## src/hdl/bsfd_pkg.sv

```systemverilog
// ---------------------------------------------------------------------------
// bsfd_pkg
// Shared constants and types of the byte stuffed frame deframer.
// ---------------------------------------------------------------------------
package bsfd_pkg;

   localparam int FRAME_CAPACITY = 64;
   localparam int STORE_DEPTH    = 64;
   localparam int ADDR_W         = $clog2(STORE_DEPTH);
   localparam int BYTE_W         = 8;
   localparam int LEN_W          = 7;

   localparam logic [BYTE_W-1:0] FLAG_BYTE = 8'h7F;
   localparam logic [BYTE_W-1:0] ESC_DATA  = 8'h81;

   typedef enum logic [1:0] {
      PHASE_IDLE     = 2'd0,
      PHASE_ONE_FLAG = 2'd1,
      PHASE_IN_FRAME = 2'd2,
      PHASE_ESCAPE   = 2'd3
   } phase_type;

   // store write port
   typedef struct packed {
      logic              en;
      logic [ADDR_W-1:0] addr;
      logic [BYTE_W-1:0] data;
   } wr_type;

   // completed frame handed to the emitter
   typedef struct packed {
      logic             start;
      logic [LEN_W-1:0] length;
   } close_type;

endpackage

```

## src/hdl/bsfd_ram.sv

```systemverilog
// ---------------------------------------------------------------------------
// bsfd_ram
// Generic single write, single read RAM with registered read data.
// ---------------------------------------------------------------------------
module bsfd_ram #(
   parameter int WIDTH = 8,
   parameter int DEPTH = 64
) (
   input  logic                     clock,
   input  logic                     wr_en,
   input  logic [$clog2(DEPTH)-1:0] wr_addr,
   input  logic [WIDTH-1:0]         wr_data,
   input  logic                     rd_en,
   input  logic [$clog2(DEPTH)-1:0] rd_addr,
   output logic [WIDTH-1:0]         rd_data
);

   logic [WIDTH-1:0] mem_ff [DEPTH];
   logic [WIDTH-1:0] rd_data_ff;

   always_ff @(posedge clock) begin
      if (wr_en) begin
         mem_ff[wr_addr] <= wr_data;
      end
      if (rd_en) begin
         rd_data_ff <= mem_ff[rd_addr];
      end
   end

   assign rd_data = rd_data_ff;

endmodule

```

## src/hdl/bsfd_rx.sv

```systemverilog
// ---------------------------------------------------------------------------
// bsfd_rx
// Flag hunt and unstuffing; writes payload bytes into the frame store.
// ---------------------------------------------------------------------------
module bsfd_rx (
   input  logic                         clock,
   input  logic                         reset,
   input  logic                         accept,
   input  logic [bsfd_pkg::BYTE_W-1:0]  rx_byte,
   output bsfd_pkg::wr_type             wr,
   output bsfd_pkg::close_type          close
);

   bsfd_pkg::phase_type             phase_ff, phase_in;
   logic [bsfd_pkg::LEN_W-1:0]      count_ff, count_in;
   logic [bsfd_pkg::LEN_W-1:0]      count_inc;
   logic                            is_flag;

   assign count_inc = count_ff + bsfd_pkg::LEN_W'(1);
   assign is_flag   = (rx_byte == bsfd_pkg::FLAG_BYTE);

   always_ff @(posedge clock) begin
      if (reset) begin
         phase_ff <= bsfd_pkg::PHASE_IDLE;
         count_ff <= '0;
      end else begin
         phase_ff <= phase_in;
         count_ff <= count_in;
      end
   end

   always_comb begin
      phase_in     = phase_ff;
      count_in     = count_ff;
      wr.en        = 1'b0;
      wr.addr      = count_ff[bsfd_pkg::ADDR_W-1:0];
      wr.data      = rx_byte;
      close.start  = 1'b0;
      close.length = count_ff;
      if (accept) begin
         unique case (phase_ff)
            bsfd_pkg::PHASE_IDLE: begin
               if (is_flag) begin
                  phase_in = bsfd_pkg::PHASE_ONE_FLAG;
               end
            end
            bsfd_pkg::PHASE_ONE_FLAG: begin
               if (is_flag) begin
                  phase_in = bsfd_pkg::PHASE_IN_FRAME;
                  count_in = '0;
               end else begin
                  phase_in = bsfd_pkg::PHASE_IDLE;
               end
            end
            bsfd_pkg::PHASE_IN_FRAME: begin
               if (is_flag) begin
                  phase_in = bsfd_pkg::PHASE_ESCAPE;
               end else begin
                  wr.en = 1'b1;
               end
            end
            bsfd_pkg::PHASE_ESCAPE: begin
               if (rx_byte == bsfd_pkg::ESC_DATA) begin
                  wr.en   = 1'b1;
                  wr.data = bsfd_pkg::FLAG_BYTE;
               end else if (is_flag) begin
                  if (count_ff == '0) begin
                     // empty close acts as a repeated opening flag
                     phase_in = bsfd_pkg::PHASE_IN_FRAME;
                  end else begin
                     close.start = 1'b1;
                     phase_in    = bsfd_pkg::PHASE_IDLE;
                     count_in    = '0;
                  end
               end else begin
                  phase_in = bsfd_pkg::PHASE_IDLE;
                  count_in = '0;
               end
            end
            default: begin
               phase_in = bsfd_pkg::PHASE_IDLE;
            end
         endcase
         if (wr.en) begin
            // store full drops the frame
            if (count_inc >= bsfd_pkg::LEN_W'(bsfd_pkg::FRAME_CAPACITY)) begin
               phase_in = bsfd_pkg::PHASE_IDLE;
               count_in = '0;
            end else begin
               phase_in = bsfd_pkg::PHASE_IN_FRAME;
               count_in = count_inc;
            end
         end
      end
   end

endmodule

```

## src/hdl/bsfd_emit.sv

```systemverilog
// ---------------------------------------------------------------------------
// bsfd_emit
// Reads a closed frame out of the store and drives the response register.
// ---------------------------------------------------------------------------
module bsfd_emit (
   input  logic                         clock,
   input  logic                         reset,
   input  bsfd_pkg::close_type          close,
   output logic                         rd_en,
   output logic [bsfd_pkg::ADDR_W-1:0]  rd_addr,
   input  logic [bsfd_pkg::BYTE_W-1:0]  rd_data,
   output logic                         busy,
   output logic                         rsp_valid,
   input  logic                         rsp_stall,
   output logic [bsfd_pkg::BYTE_W-1:0]  rsp_payload_byte,
   output logic                         rsp_frame_end,
   output logic [bsfd_pkg::LEN_W-1:0]   rsp_frame_length
);

   logic                           active_ff, active_in;
   logic                           pend_ff, pend_in;
   logic                           pend_last_ff, pend_last_in;
   logic [bsfd_pkg::ADDR_W-1:0]    rd_idx_ff, rd_idx_in;
   logic [bsfd_pkg::LEN_W-1:0]     len_ff, len_in;
   logic                           out_valid_ff, out_valid_in;
   logic [bsfd_pkg::BYTE_W-1:0]    out_byte_ff, out_byte_in;
   logic                           out_end_ff, out_end_in;
   logic [bsfd_pkg::LEN_W-1:0]     out_len_ff, out_len_in;
   logic                           issue;
   logic                           is_last;

   // a read goes out only when the response register is free by the time data returns
   assign issue   = active_ff && !pend_ff && (!out_valid_ff || !rsp_stall);
   assign is_last = ({1'b0, rd_idx_ff} + bsfd_pkg::LEN_W'(1)) == len_ff;

   always_ff @(posedge clock) begin
      if (reset) begin
         active_ff    <= 1'b0;
         pend_ff      <= 1'b0;
         out_valid_ff <= 1'b0;
      end else begin
         active_ff    <= active_in;
         pend_ff      <= pend_in;
         out_valid_ff <= out_valid_in;
      end
      pend_last_ff <= pend_last_in;
      rd_idx_ff    <= rd_idx_in;
      len_ff       <= len_in;
      out_byte_ff  <= out_byte_in;
      out_end_ff   <= out_end_in;
      out_len_ff   <= out_len_in;
   end

   always_comb begin
      active_in    = active_ff;
      pend_in      = 1'b0;
      pend_last_in = pend_last_ff;
      rd_idx_in    = rd_idx_ff;
      len_in       = len_ff;
      out_valid_in = out_valid_ff && rsp_stall;
      out_byte_in  = out_byte_ff;
      out_end_in   = out_end_ff;
      out_len_in   = out_len_ff;
      if (close.start) begin
         active_in = 1'b1;
         rd_idx_in = '0;
         len_in    = close.length;
      end else if (issue) begin
         pend_in      = 1'b1;
         pend_last_in = is_last;
         rd_idx_in    = rd_idx_ff + bsfd_pkg::ADDR_W'(1);
         if (is_last) begin
            active_in = 1'b0;
         end
      end
      if (pend_ff) begin
         out_valid_in = 1'b1;
         out_byte_in  = rd_data;
         out_end_in   = pend_last_ff;
         out_len_in   = len_ff;
      end
   end

   assign rd_en            = issue && !close.start;
   assign rd_addr          = rd_idx_ff;
   assign busy             = active_ff || pend_ff;
   assign rsp_valid        = out_valid_ff;
   assign rsp_payload_byte = out_byte_ff;
   assign rsp_frame_end    = out_end_ff;
   assign rsp_frame_length = out_len_ff;

endmodule

```

## src/hdl/byte_stuffed_frame_deframer_unit.sv

```systemverilog
// ---------------------------------------------------------------------------
// byte_stuffed_frame_deframer_unit
// Receives a byte stuffed link stream, stores each frame and replays the
// unstuffed payload of every completed frame, one byte per response.
//
//   channel  dir  handshake            payload
//   req      in   req_valid/req_stall  req_rx_byte
//   rsp      out  rsp_valid/rsp_stall  rsp_payload_byte, rsp_frame_end,
//                                      rsp_frame_length
//
// The store write happens at the accepting edge. A closed frame is replayed
// through one store read port with registered read data feeding a single
// response register; each read is issued only after the previous returned.
// req_stall is high from the cycle after the closing request until the last
// read returns.
// Reset (synchronous) clears phase, count and replay control; store contents
// stay undefined and are only read after being written in the same frame.
// rsp_stall holds the response register and pauses further store reads.
// ---------------------------------------------------------------------------
module byte_stuffed_frame_deframer_unit (
   input  logic                         clock,
   input  logic                         reset,
   input  logic                         req_valid,
   output logic                         req_stall,
   input  logic [bsfd_pkg::BYTE_W-1:0]  req_rx_byte,
   output logic                         rsp_valid,
   input  logic                         rsp_stall,
   output logic [bsfd_pkg::BYTE_W-1:0]  rsp_payload_byte,
   output logic                         rsp_frame_end,
   output logic [bsfd_pkg::LEN_W-1:0]   rsp_frame_length
);

   bsfd_pkg::wr_type               wr;
   bsfd_pkg::close_type            close;
   logic                           busy;
   logic                           accept;
   logic                           rd_en;
   logic [bsfd_pkg::ADDR_W-1:0]    rd_addr;
   logic [bsfd_pkg::BYTE_W-1:0]    rd_data;

   assign req_stall = busy;
   assign accept    = req_valid && !busy;

   bsfd_rx u_rx (
      .clock   (clock),
      .reset   (reset),
      .accept  (accept),
      .rx_byte (req_rx_byte),
      .wr      (wr),
      .close   (close)
   );

   bsfd_ram #(
      .WIDTH (bsfd_pkg::BYTE_W),
      .DEPTH (bsfd_pkg::STORE_DEPTH)
   ) u_store (
      .clock   (clock),
      .wr_en   (wr.en),
      .wr_addr (wr.addr),
      .wr_data (wr.data),
      .rd_en   (rd_en),
      .rd_addr (rd_addr),
      .rd_data (rd_data)
   );

   bsfd_emit u_emit (
      .clock            (clock),
      .reset            (reset),
      .close            (close),
      .rd_en            (rd_en),
      .rd_addr          (rd_addr),
      .rd_data          (rd_data),
      .busy             (busy),
      .rsp_valid        (rsp_valid),
      .rsp_stall        (rsp_stall),
      .rsp_payload_byte (rsp_payload_byte),
      .rsp_frame_end    (rsp_frame_end),
      .rsp_frame_length (rsp_frame_length)
   );

   // a new frame never closes while the previous one is still being read
   a_close_idle: assert property (@(posedge clock) disable iff (reset)
      close.start |-> !busy)
      else $error("frame closed during replay");

   // store is never written while a replay reads it
   a_no_write_replay: assert property (@(posedge clock) disable iff (reset)
      wr.en |-> !busy)
      else $error("store write during replay");

   // a response always carries a real frame length
   a_len_nonzero: assert property (@(posedge clock) disable iff (reset)
      rsp_valid |-> (rsp_frame_length != '0))
      else $error("response with zero frame length");

   // after a taken byte that is not the last, the replay continues
   a_replay_continues: assert property (@(posedge clock) disable iff (reset)
      (rsp_valid && !rsp_stall && !rsp_frame_end) |=> busy)
      else $error("replay stopped before frame end");

endmodule

```

## config.mk

```make
export PLATFORM = sky130hd
export DESIGN_NAME = byte_stuffed_frame_deframer_unit
export DESIGN_NICKNAME = d
export VERILOG_FILES = /design/src/hdl/bsfd_pkg.sv /design/src/hdl/bsfd_ram.sv /design/src/hdl/bsfd_rx.sv /design/src/hdl/bsfd_emit.sv /design/src/hdl/byte_stuffed_frame_deframer_unit.sv
export SDC_FILE = /design/constraint.sdc
export NUM_CORES = 1
export LEC_CHECK = 0
export ABC_AREA = 1
export BUFFER_PORTS_ARGS = -buffer_cell sky130_fd_sc_hd__buf_2
export CORE_MARGIN = 2
export CORE_UTILIZATION = 25
export CTS_CLUSTER_SIZE = 16
export DETAILED_ROUTE_END_ITERATION = 10
export PLACE_DENSITY = 0.47
export SYNTH_ARGS = -nofsm -noshare
export SYNTH_HDL_FRONTEND = slang
export SYNTH_SLANG_ARGS = --single-unit
```

## constraint.sdc

```tcl
create_clock -name clock -period 3.7 [get_ports clock]
set_input_delay 0.37 -clock clock [delete_from_list [all_inputs] [get_ports clock]]
set_output_delay 0.37 -clock clock [all_outputs]
set_load 0.01 [all_outputs]
```

==> impl_metrics.tcl, run 1 <==
set metrics [dict create \
    critPathCaptureType "flop" \
    synthArstFlopShare_pct 0 \
    die-area_mm2 0.09583 \
    post-synth-top-count-cell "nand2_1" \
    synth_area_mm2 0.02334 \
    pre_cts_ws_ns 0.6708 \
    max_slew_margin_pct 32.35 \
    start_util_pct 25.13 \
    postCtsHoldBufs 1 \
    worstPathMaxFanout 17 \
    core-area_mm2 0.09291 \
    synthTopCellsByArea "edfxtp_1 70%, nand2_1 11%, nand3_1 9.9%" \
    rsz0062_at_grt "false" \
    clock_sinks 562 \
    wl_um 63870 \
    synthesis.nets 2073 \
    tns_ns 0 \
    required_ns 3.95 \
    remaining_drc_errors 0 \
    synth_cell_type_count 34 \
    leakagePower_nw 9.533 \
    fmax_ghz 0.3245 \
    num_rows 112 \
    vias 15320 \
    outcome "completed" \
    clkLatencyLatePin_ns 0.62 \
    avgSynthCellArea_um2 11.34 \
    path_cells "inv_1 > nand3_1 > inv_1 > nand2_4 > nor2_8 > nand3_2 > nor2_1" \
    finClkSkew_ns 0.02739 \
    drv_cap 0 \
    layout_min_cycle_time_ns 3.082 \
    track_usage_pct 13.20 \
    nNetsFinal 2100 \
    ios 30 \
    h-tree-depth 2 \
    cts-buffers-inserted 59 \
    die_h_um 309.6 \
    antenna_cells 0 \
    cts_tree "done" \
    whs_ns 0.05340 \
    cts_resized 0 \
    layout-drive-gt1-share_pct 9.948 \
    clockRootBuffer "clkbuf_16" \
    clock_path_buffers 3 \
    wl_per_cell_um 18.87 \
    drt_iter0_drc 1415 \
    dp_hpwl_um 37440 \
    grt_pass1_wl_um 95820 \
    cts.clk_slew.worst_paths_ns 0.06 \
    area_growth_pct 15.71 \
    cp.buffers_inverters 2 \
    cpLargestDelayFamily "simple AND/OR/NAND/NOR gates" \
    first_pass_iters 5 \
    crit_type "reg -> reg" \
    cts_setup_buffers 0 \
    ys_top_cells_by_count "710 x nand2_1, 544 x edfxtp_1, 461 x nand3_1" \
    grt_pass1_vias 15200 \
    grt_overflow 0 \
    max_stage_delay_ns 0.73 \
    ys_ff_latch 562 \
    setup_slack_ns 0.6180 \
    post-route-period-util_pct 83.30 \
    crit_top_cell "inv_1" \
    slew_violations 0 \
    worstSetupStartpointType "flop" \
    avgViaCountPerCell 4.525 \
    ant_nets 0 \
    yosysSeqAreaShare_pct 71.52 \
    yosysTopAreaCell "edfxtp_1" \
    synth_cells 2058 \
    cp.arrival_ns 3.34 \
    synth-edff-count 544 \
    grt_max_degree 198 \
    ys.flop_type "edfxtp_1" \
    place.gp.congestion 0.8327 \
    ys_warn_count 0 \
    hold_violations 0 \
    hold_class "in -> reg" \
    power_density_mw_per_mm2 549.4 \
    setup_viol 0 \
    antenna_found_initial 1 \
    ir_drop_uv 385.0 \
    fp.dieW_um 309.6 \
    io_buffers 29 \
    worstMarginPinSlew_ns 1.015 \
    cpMaxStageDelayCell "nor2_1" \
    synth_top_area_share_pct 69.98 \
]
## cell families (layout without fill, tap and decap cells)
group           count (synthesis)  count (layout)  share of synthesized area [%]
simple gates                 1297            1297                          23.92
fa+ha+maj                       3               3                         0.1608
buf+inv                       165             238                          3.527
xor+xnor                        6               6                         0.2251
compound gates                 25              25                         0.6432
flops                         562             562                          71.52
## where the power goes
part	leakage [nW]	total, mW	internal (mW)	switching [mW]
clock	0.978	6.12	3.65	2.47
sequential	5.02	6.99	6.98	0.00911
combinational	3.53	1.73	0.471	1.26
total	9.53	14.8	11.1	3.74
## cells in the final DEF, fill, tap and decap left out, types with 3 or more instances in the layout
cell type | Yosys | final
clkbuf_8 | 0 | 7
dfxtp_1 | 18 | 15
buf_2 | 65 | 29
xor2_1 | 4 | 4
nand2_1 | 710 | 704
buf_4 | 28 | 41
clkinv_1 | 2 | 9
clkbuf_16 | 0 | 60
nand3_1 | 461 | 461
nor2_1 | 98 | 97
buf_12 | 0 | 12
and2_1 | 3 | 3
a21oi_1 | 9 | 9
inv_2 | 8 | 7
edfxtp_1 | 544 | 544
ha_1 | 3 | 3
a31oi_1 | 5 | 5
clkbuf_1 | 12 | 11
nand2_2 | 10 | 16
o21ai_0 | 6 | 6
clkinv_2 | 0 | 9
nand4_1 | 3 | 3
inv_1 | 37 | 37
bufinv_16 | 0 | 8
## metal layers
layer / GRT usage, % / up-vias / part of all wire (%)
met4: 4.042 / 0 / 2.7
met1: 18.03 / 7593 / 45
met5: 0 / - / 0
li1: - / 7213 / -
met2: 21.83 / 406 / 48
met3: 1.660 / 105 / 5.1
## final timing paths
kind	startpoint	slack (ns)	cells after the start	end
worst max-delay path	u_emit.pend_ff	0.62	7	u_store.mem_ff[57][0]
worst min register to register	u_store.rd_data[2]	0.43	0	u_emit.rsp_payload_byte[2]
worst min-delay path	reset	0.05	2	u_rx.count_ff[4]
worst max register to register	u_emit.pend_ff	0.62	7	u_store.mem_ff[57][0]
## layout make-up
class,count,area (um2)
inverter,48,187.7
sequential,562,16700
timing repair buffer,83,703.2
tap,1254,1569
multi-input combinational,1331,5847
fill,9510,65900
clock inverter,29,360.3
clock buffer,78,1639
## through the flow
stage	std cells	util [%]	cell area [um2]	total power [mW]
2_1_floorplan	2058	-	23340	8.268
3_3_place_gp	3277	26.91	25000	8.872
3_5_place_dp	3277	26.91	25000	8.870
4_1_cts	3385	29.07	27010	15.00
5_1_grt	3385	29.07	27010	15.37
6_report	3385	29.07	27010	14.84
## worst register-to-register path, stage by stage (launching register included)
cell	delay (ns)
dfxtp_1	0.53
inv_1	0.22
nand3_1	0.25
inv_1	0.25
nand2_4	0.14
nor2_8	0.14
nand3_2	0.44
nor2_1	0.74
## registers in the layout, summed over array words and instances, names as in the netlist, 2 cells and up
signal and flops:
u_store.mem_ff 512, u_emit.rsp_payload_byte 8, u_store.rd_data 8, u_emit.len_ff 7, u_emit.rsp_frame_length 7, u_rx.count_ff 7, u_emit.rd_addr 6, u_rx.phase_ff 2
(Power assumes the default switching activity.)
==> inputs of run 2 (changes only) <==
ABC_AREA = 0   (was 1)
clock period = 3.2 ns   (was 3.7 ns; I/O delays follow)
==> run 2 against run 1 <==
Net effect:
- sequential power increased by 15%
- global-route usage shrank 0.66 points
- wire length decreased by 11%
- worst setup slack worse by 0.22 ns
- critical path depth fell by 1
- first-iteration DRC count is 37% lower
- area after synthesis is 4.7% lower
- die area decreased by 4.7%
- final cell count down 27%
- critical endpoint is now u_store.mem_ff[32][7]
- highest routed layer unchanged
==> impl_metrics.tcl, run 2 <==
set metrics [dict create \
    first_pass_iters 7 \
    layout_commonest_cell "edfxtp_1" \
    die_h_um 302.2 \
    ant_nets 0 \
    h-tree-depth 2 \
    multi_input_area_mm2 0.005140 \
    num-fill-cells 8526 \
    crit_type "reg -> reg" \
    p_sw_mw 2.937 \
    hold_path.startpoint "reset" \
    cp.arrival_ns 3.05 \
    synth_top_family_by_area "multiplexers" \
    synth_cell_type_count 73 \
    mostFrequentLayoutCells "544 x edfxtp_1, 126 x mux4_2, 94 x buf_4" \
    io_buffers 29 \
    worstPathMaxFanout 64 \
    cts_tree "done" \
    wl_per_cell_um 22.83 \
    crit_top_cell "buf_4" \
    ir_drop_uv 427.1 \
    drt_iter0_drc 896 \
    slew_violations 0 \
    clock_path_buffers 3 \
    max_slew_margin_pct 36.60 \
    cts.clk_slew.worst_paths_ns 0.06 \
    setup_slack_ns 0.3975 \
    critPathCaptureType "flop" \
    synth_top_area_share_pct 73.46 \
    grt_overflow 0 \
    cpMaxStageDelayCell "or3b_1" \
    rsz0062_at_grt "false" \
    whs_ns 0.03005 \
    track_usage_pct 12.54 \
    area_growth_pct 18.34 \
    place.gp.congestion 0.8024 \
    grt_max_degree 66 \
    pre_cts_ws_ns 0.2093 \
    largest_register_ffs 512 \
    clkLatencyLatePin_ns 0.62 \
    synthesis.nets 1142 \
    synth.area.mux_share_pct 13.59 \
    synth_simple_gate_area_share_pct 5.154 \
    cts_resized 0 \
    drv_cap 0 \
    die-area_mm2 0.09135 \
    seq_area_mm2 0.01671 \
    outcome "completed" \
    r2r-start "u_emit.active_ff" \
    intPower_mw 11.85 \
    clockRootBuffer "clkbuf_16" \
    tns_ns 0 \
    synth_area_mm2 0.02224 \
    hold_class "in -> reg" \
    ys_ff_latch 562 \
    vias 11190 \
    hold_violations 0 \
    netSwitchingFraction_pct 19.86 \
    yosysTopAreaCell "edfxtp_1" \
    cp.buffers_inverters 2 \
    dp_hpwl_um 36430 \
    worstSetupStartpoint "u_emit.active_ff" \
    worstMarginPinSlew_ns 0.9497 \
    synthArstFlopShare_pct 0 \
    post-synth-top-count-cell "edfxtp_1" \
    avgSynthCellArea_um2 19.73 \
    synthAdderAreaFrac_pct 0.1688 \
    antenna_cells 0 \
    wl_um 56550 \
    clock_sinks 562 \
    layout_min_cycle_time_ns 2.803 \
    layout-drive-gt1-share_pct 28.58 \
    finClkSkew_ns 0.02019 \
    post-route-period-util_pct 87.58 \
    required_ns 3.44 \
    ios 30 \
    synth_xor_area_share_pct 0.3151 \
    power_density_mw_per_mm2 561.8 \
    p_seq_share_pct 54.5 \
    synth_cells 1127 \
    cpLargestDelayFamily "simple AND/OR/NAND/NOR gates" \
    grt_pass1_wl_um 83770 \
    ys_top_cells_by_count "544 x edfxtp_1, 126 x mux4_2, 90 x nor2_1" \
    avgViaCountPerCell 4.516 \
    cts-buffers-inserted 58 \
    p_clk_share_pct 44.4 \
    synth-edff-count 544 \
    ys.flop_type "edfxtp_1" \
    start_util_pct 25.20 \
    top_register "u_store.mem_ff" \
    fmax_ghz 0.3568 \
    synthTopCellsByArea "edfxtp_1 73%, mux4_2 13%, dfxtp_1 1.6%" \
    ys_warn_count 0 \
    core-area_mm2 0.08824 \
    remaining_drc_errors 0 \
    combPwrFrac_pct 1.1 \
    grt_pass1_vias 11940 \
    setup_viol 0 \
    worstSetupStartpointType "flop" \
    power_mw 14.78 \
    leakagePower_nw 8.112 \
    synth_compound_area_share_pct 3.815 \
    fp.dieW_um 302.2 \
    path_cells "or3b_1 > nor3_1 > nand3_1 > buf_4 > and2_2 > buf_4" \
    nNetsFinal 1279 \
    antenna_found_initial 0 \
    max_stage_delay_ns 0.64 \
    num_rows 109 \
    yosysSeqAreaShare_pct 75.08 \
]
[run 2: cell count changes after synthesis, sizes merged, moves of 12 or more]
cell    change
nor2b      +14
mux4      +128
a21oi      +14
nor3       +16
clkbuf     +13
buf        -69
nand2     -682
nand3     -447
inv        -39
mux2i      +12
[run 2: area by class of cell]
type	instances	share of cell area [%]
Clock buffer	69	5.753
Timing Repair Buffer	138	4.336
Tap cell	1165	5.539
Inverter	8	0.1141
Clock inverter	39	1.241
Multi-Input combinational cell	496	19.53
Sequential cell	562	63.48
[run 2: worst register-to-register path: stages (launching register included)]
cell,delay (ns)
dfxtp_1,0.34
or3b_1,0.64
nor3_1,0.53
nand3_1,0.13
buf_4,0.21
and2_2,0.20
buf_4,0.31
[run 2: power by group through the flow]
| stage | logic (mW) | clock network, mW | registers, mW |
|---|---|---|---|
| final | 0.169 | 6.56 | 8.05 |
| after global routing | 0.185 | 6.99 | 8.05 |
| after CTS | 0.176 | 6.73 | 8.05 |
| after detailed placement | 0.177 | 0 | 8.21 |
| after global placement | 0.170 | 0 | 8.21 |
| after floorplan | 0.0633 | 0 | 8.22 |
[run 2: routing by layer]
| layer | global-route usage [%] | up-vias | routed length [um] |
|---|---|---|---|
| met4 | 3.347 | 0 | 1291 |
| met2 | 21.22 | 277 | 27780 |
| met5 | 0 | - | 0 |
| li1 | - | 4912 | - |
| met3 | 2.693 | 70 | 2856 |
| met1 | 16.29 | 5927 | 24620 |
[run 2: kinds of logic (layout without fill, tap and decap cells)]
group,Yosys count,count (layout)
compound gates,118,118
fa+ha+maj,3,3
xor+xnor,8,8
buf+inv,69,254
simple gates,226,226
mux,141,141
flops,562,562
[run 2: repair_timing]
action	4_1_cts	5_1_grt
endpoints found under the hold margin	1	0
setup buffers	0	0
hold buffers	1	0
[run 2: path summary, 6_finish.rpt]
path | to | slack [ns] | depth (start not counted)
max reg2reg | u_store.mem_ff[32][7] | 0.40 | 6
max | u_store.mem_ff[32][7] | 0.40 | 6
min | u_emit.rsp_valid | 0.03 | 2
min reg2reg | u_emit.rsp_frame_end | 0.42 | 0
[run 2: through the flow]
step / area (um2) / cells / utilization, %
floorplan: 22240 / 1127 / -
global placement: 24460 / 2368 / 27.73
detailed placement: 24460 / 2368 / 27.73
CTS: 26320 / 2477 / 29.82
global route: 26320 / 2477 / 29.82
finish: 26320 / 2477 / 29.82
==> inputs of run 3 (changes only) <==
MAX_ROUTING_LAYER = met4   (was unset)
PLACE_DENSITY = unset   (was 0.47)
PLACE_DENSITY_LB_ADDON = 0.15   (was unset)
==> run 3 against run 2 <==
Net effect:
- fmax down 0.77%
- sequential cell count unchanged
- via count up 2.1%
- worst setup slack worse by 0.022 ns
- largest cell class unchanged
- largest power group unchanged
==> impl_metrics.tcl, run 3 (synthesis results as in run 2) <==
set metrics [dict create \
    outcome "completed" \
    die_h_um 302.2 \
    cp.depth 5 \
    critPathCaptureType "flop" \
    io_buffers 29 \
    clkLatencyLatePin_ns 0.59 \
    endpoint "u_store.rd_data[4]" \
    die-area_mm2 0.09135 \
    postCtsHoldBufs 0 \
    cp.buffers_inverters 0 \
    cts.clk_slew.worst_paths_ns 0.06 \
    path_cells "mux4_2 > nor2b_1 > a2111oi_0 > or4_1 > o311ai_1" \
    post-route-period-util_pct 88.26 \
    top_register "u_store.mem_ff" \
    cts_setup_buffers 0 \
    drt_iter0_drc 849 \
    antenna_cells 0 \
    finClkSkew_ns 0.02408 \
    worstPathMaxFanout 29 \
    max_slew_margin_pct 34.90 \
    worstSetupStartpointType "flop" \
    largest_register_ffs 512 \
    cts-buffers-inserted 66 \
    ant_nets 0 \
    grt_max_degree 66 \
    crit_type "reg -> reg" \
    dpl_cell_area_mm2 0.02465 \
    layout_min_cycle_time_ns 2.824 \
    num_rows 109 \
    cpLargestDelayFamily "compound AO/OA/AOI/OAI gates" \
    tns_ns 0 \
    antenna_found_initial 2 \
    worstMarginPinSlew_ns 0.9518 \
    cpMaxStageDelayCell "a2111oi_0" \
    core-area_mm2 0.08824 \
    track_usage_pct 14.09 \
    ios 30 \
    start_util_pct 25.20 \
    place.gp.congestion 0.7421 \
    area_growth_pct 20.01 \
    grt_pass1_wl_um 88980 \
    hold_violations 0 \
    first_pass_iters 5 \
    fmax_ghz 0.3541 \
    wl_per_cell_um 24.58 \
    worstSetupStartpoint "u_emit.rd_addr[1]" \
    hold_class "in -> reg" \
    r2r_cells 5 \
    nNetsFinal 1309 \
    clockRootBuffer "clkbuf_16" \
    avgViaCountPerCell 4.561 \
    layout-drive-gt1-share_pct 30.04 \
    remaining_drc_errors 0 \
    grt_pass1_vias 11920 \
    slew_violations 0 \
    h-tree-depth 3 \
    layout_commonest_cell "edfxtp_1" \
    grt_overflow 0 \
    mostFrequentLayoutCells "544 x edfxtp_1, 126 x mux4_2, 116 x buf_4" \
    vias 11420 \
    postLayoutCellArea_mm2 0.02669 \
    reg2reg_slack_ns 0.38 \
    cts_tree "done" \
    setup_viol 0 \
    rsz0062_at_grt "false" \
    wl_um 61520 \
    clock_path_buffers 3 \
    cts_resized 0 \
    r2r-start "u_emit.rd_addr[1]" \
    cp.arrival_ns 3.14 \
    required_ns 3.51 \
    clock_sinks 562 \
    max_stage_delay_ns 0.84 \
    power_density_mw_per_mm2 576.4 \
    ir_drop_uv 374.5 \
    dp_hpwl_um 39180 \
    drv_cap 0 \
    fp.dieW_um 302.2 \
    leakagePower_nw 8.300 \
    r2r-end "u_store.rd_data[4]" \
]
run 3: worst min-delay path by stage:
| stage | start | endpoint | slack [ns] | depth (start not counted) |
|---|---|---|---|---|
| finish | reset | u_rx.phase_ff[0] | 0.05 | 2 |
| global route | reset | u_rx.phase_ff[0] | 0.04 | 2 |
| CTS | reset | u_rx.phase_ff[0] | 0.02 | 2 |
| detailed placement | u_store.rd_data[3] | u_emit.rsp_payload_byte[3] | 0.41 | 0 |
| global placement | u_store.rd_data[3] | u_emit.rsp_payload_byte[3] | 0.40 | 0 |
| floorplan | u_emit.pend_last_ff | u_emit.rsp_frame_end | 0.40 | 0 |
run 3: where the power goes:
group | internal [mW] | switching [mW] | total, mW | leakage, nW
clock | 4.28 | 2.87 | 7.15 | 0.994
sequential | 8.06 | 0.000247 | 8.06 | 5.03
combinational | 0.0344 | 0.145 | 0.179 | 2.28
run 3: metrics by stage:
stage | power, mW | cells | hold slack (ns) | utilization (%) | setup slack [ns]
floorplan | 8.279 | 1127 | 0.4003 | - | 0.4522
global placement | 8.397 | 2391 | 0.4039 | 27.94 | 0.2958
detailed placement | 8.399 | 2391 | 0.4105 | 27.94 | 0.3234
CTS | 15.62 | 2503 | 0.01571 | 30.24 | 0.3412
global route | 15.90 | 2503 | 0.04261 | 30.24 | 0.2461
finish | 15.38 | 2503 | 0.05239 | 30.24 | 0.3756
run 3: cell type report:
class                      count  area [um2]
inverter                       8       30.03
tap                         1165        1458
clock inverter                29       277.8
sequential                   562       16710
timing repair buffer         160        1316
fill                        8566       61550
multi-input combinational    496        5140
clock buffer                  83        1758
run 3: metal layers:
layer  global-route usage [%]  wire, um  vias to the layer above
met5                        -         0                        -
met4                    3.359      1243                        0
met3                    2.420      2198                       82
met2                    22.29     29690                      233
met1                    18.91     28380                     6102
li1                         -         -                     4999
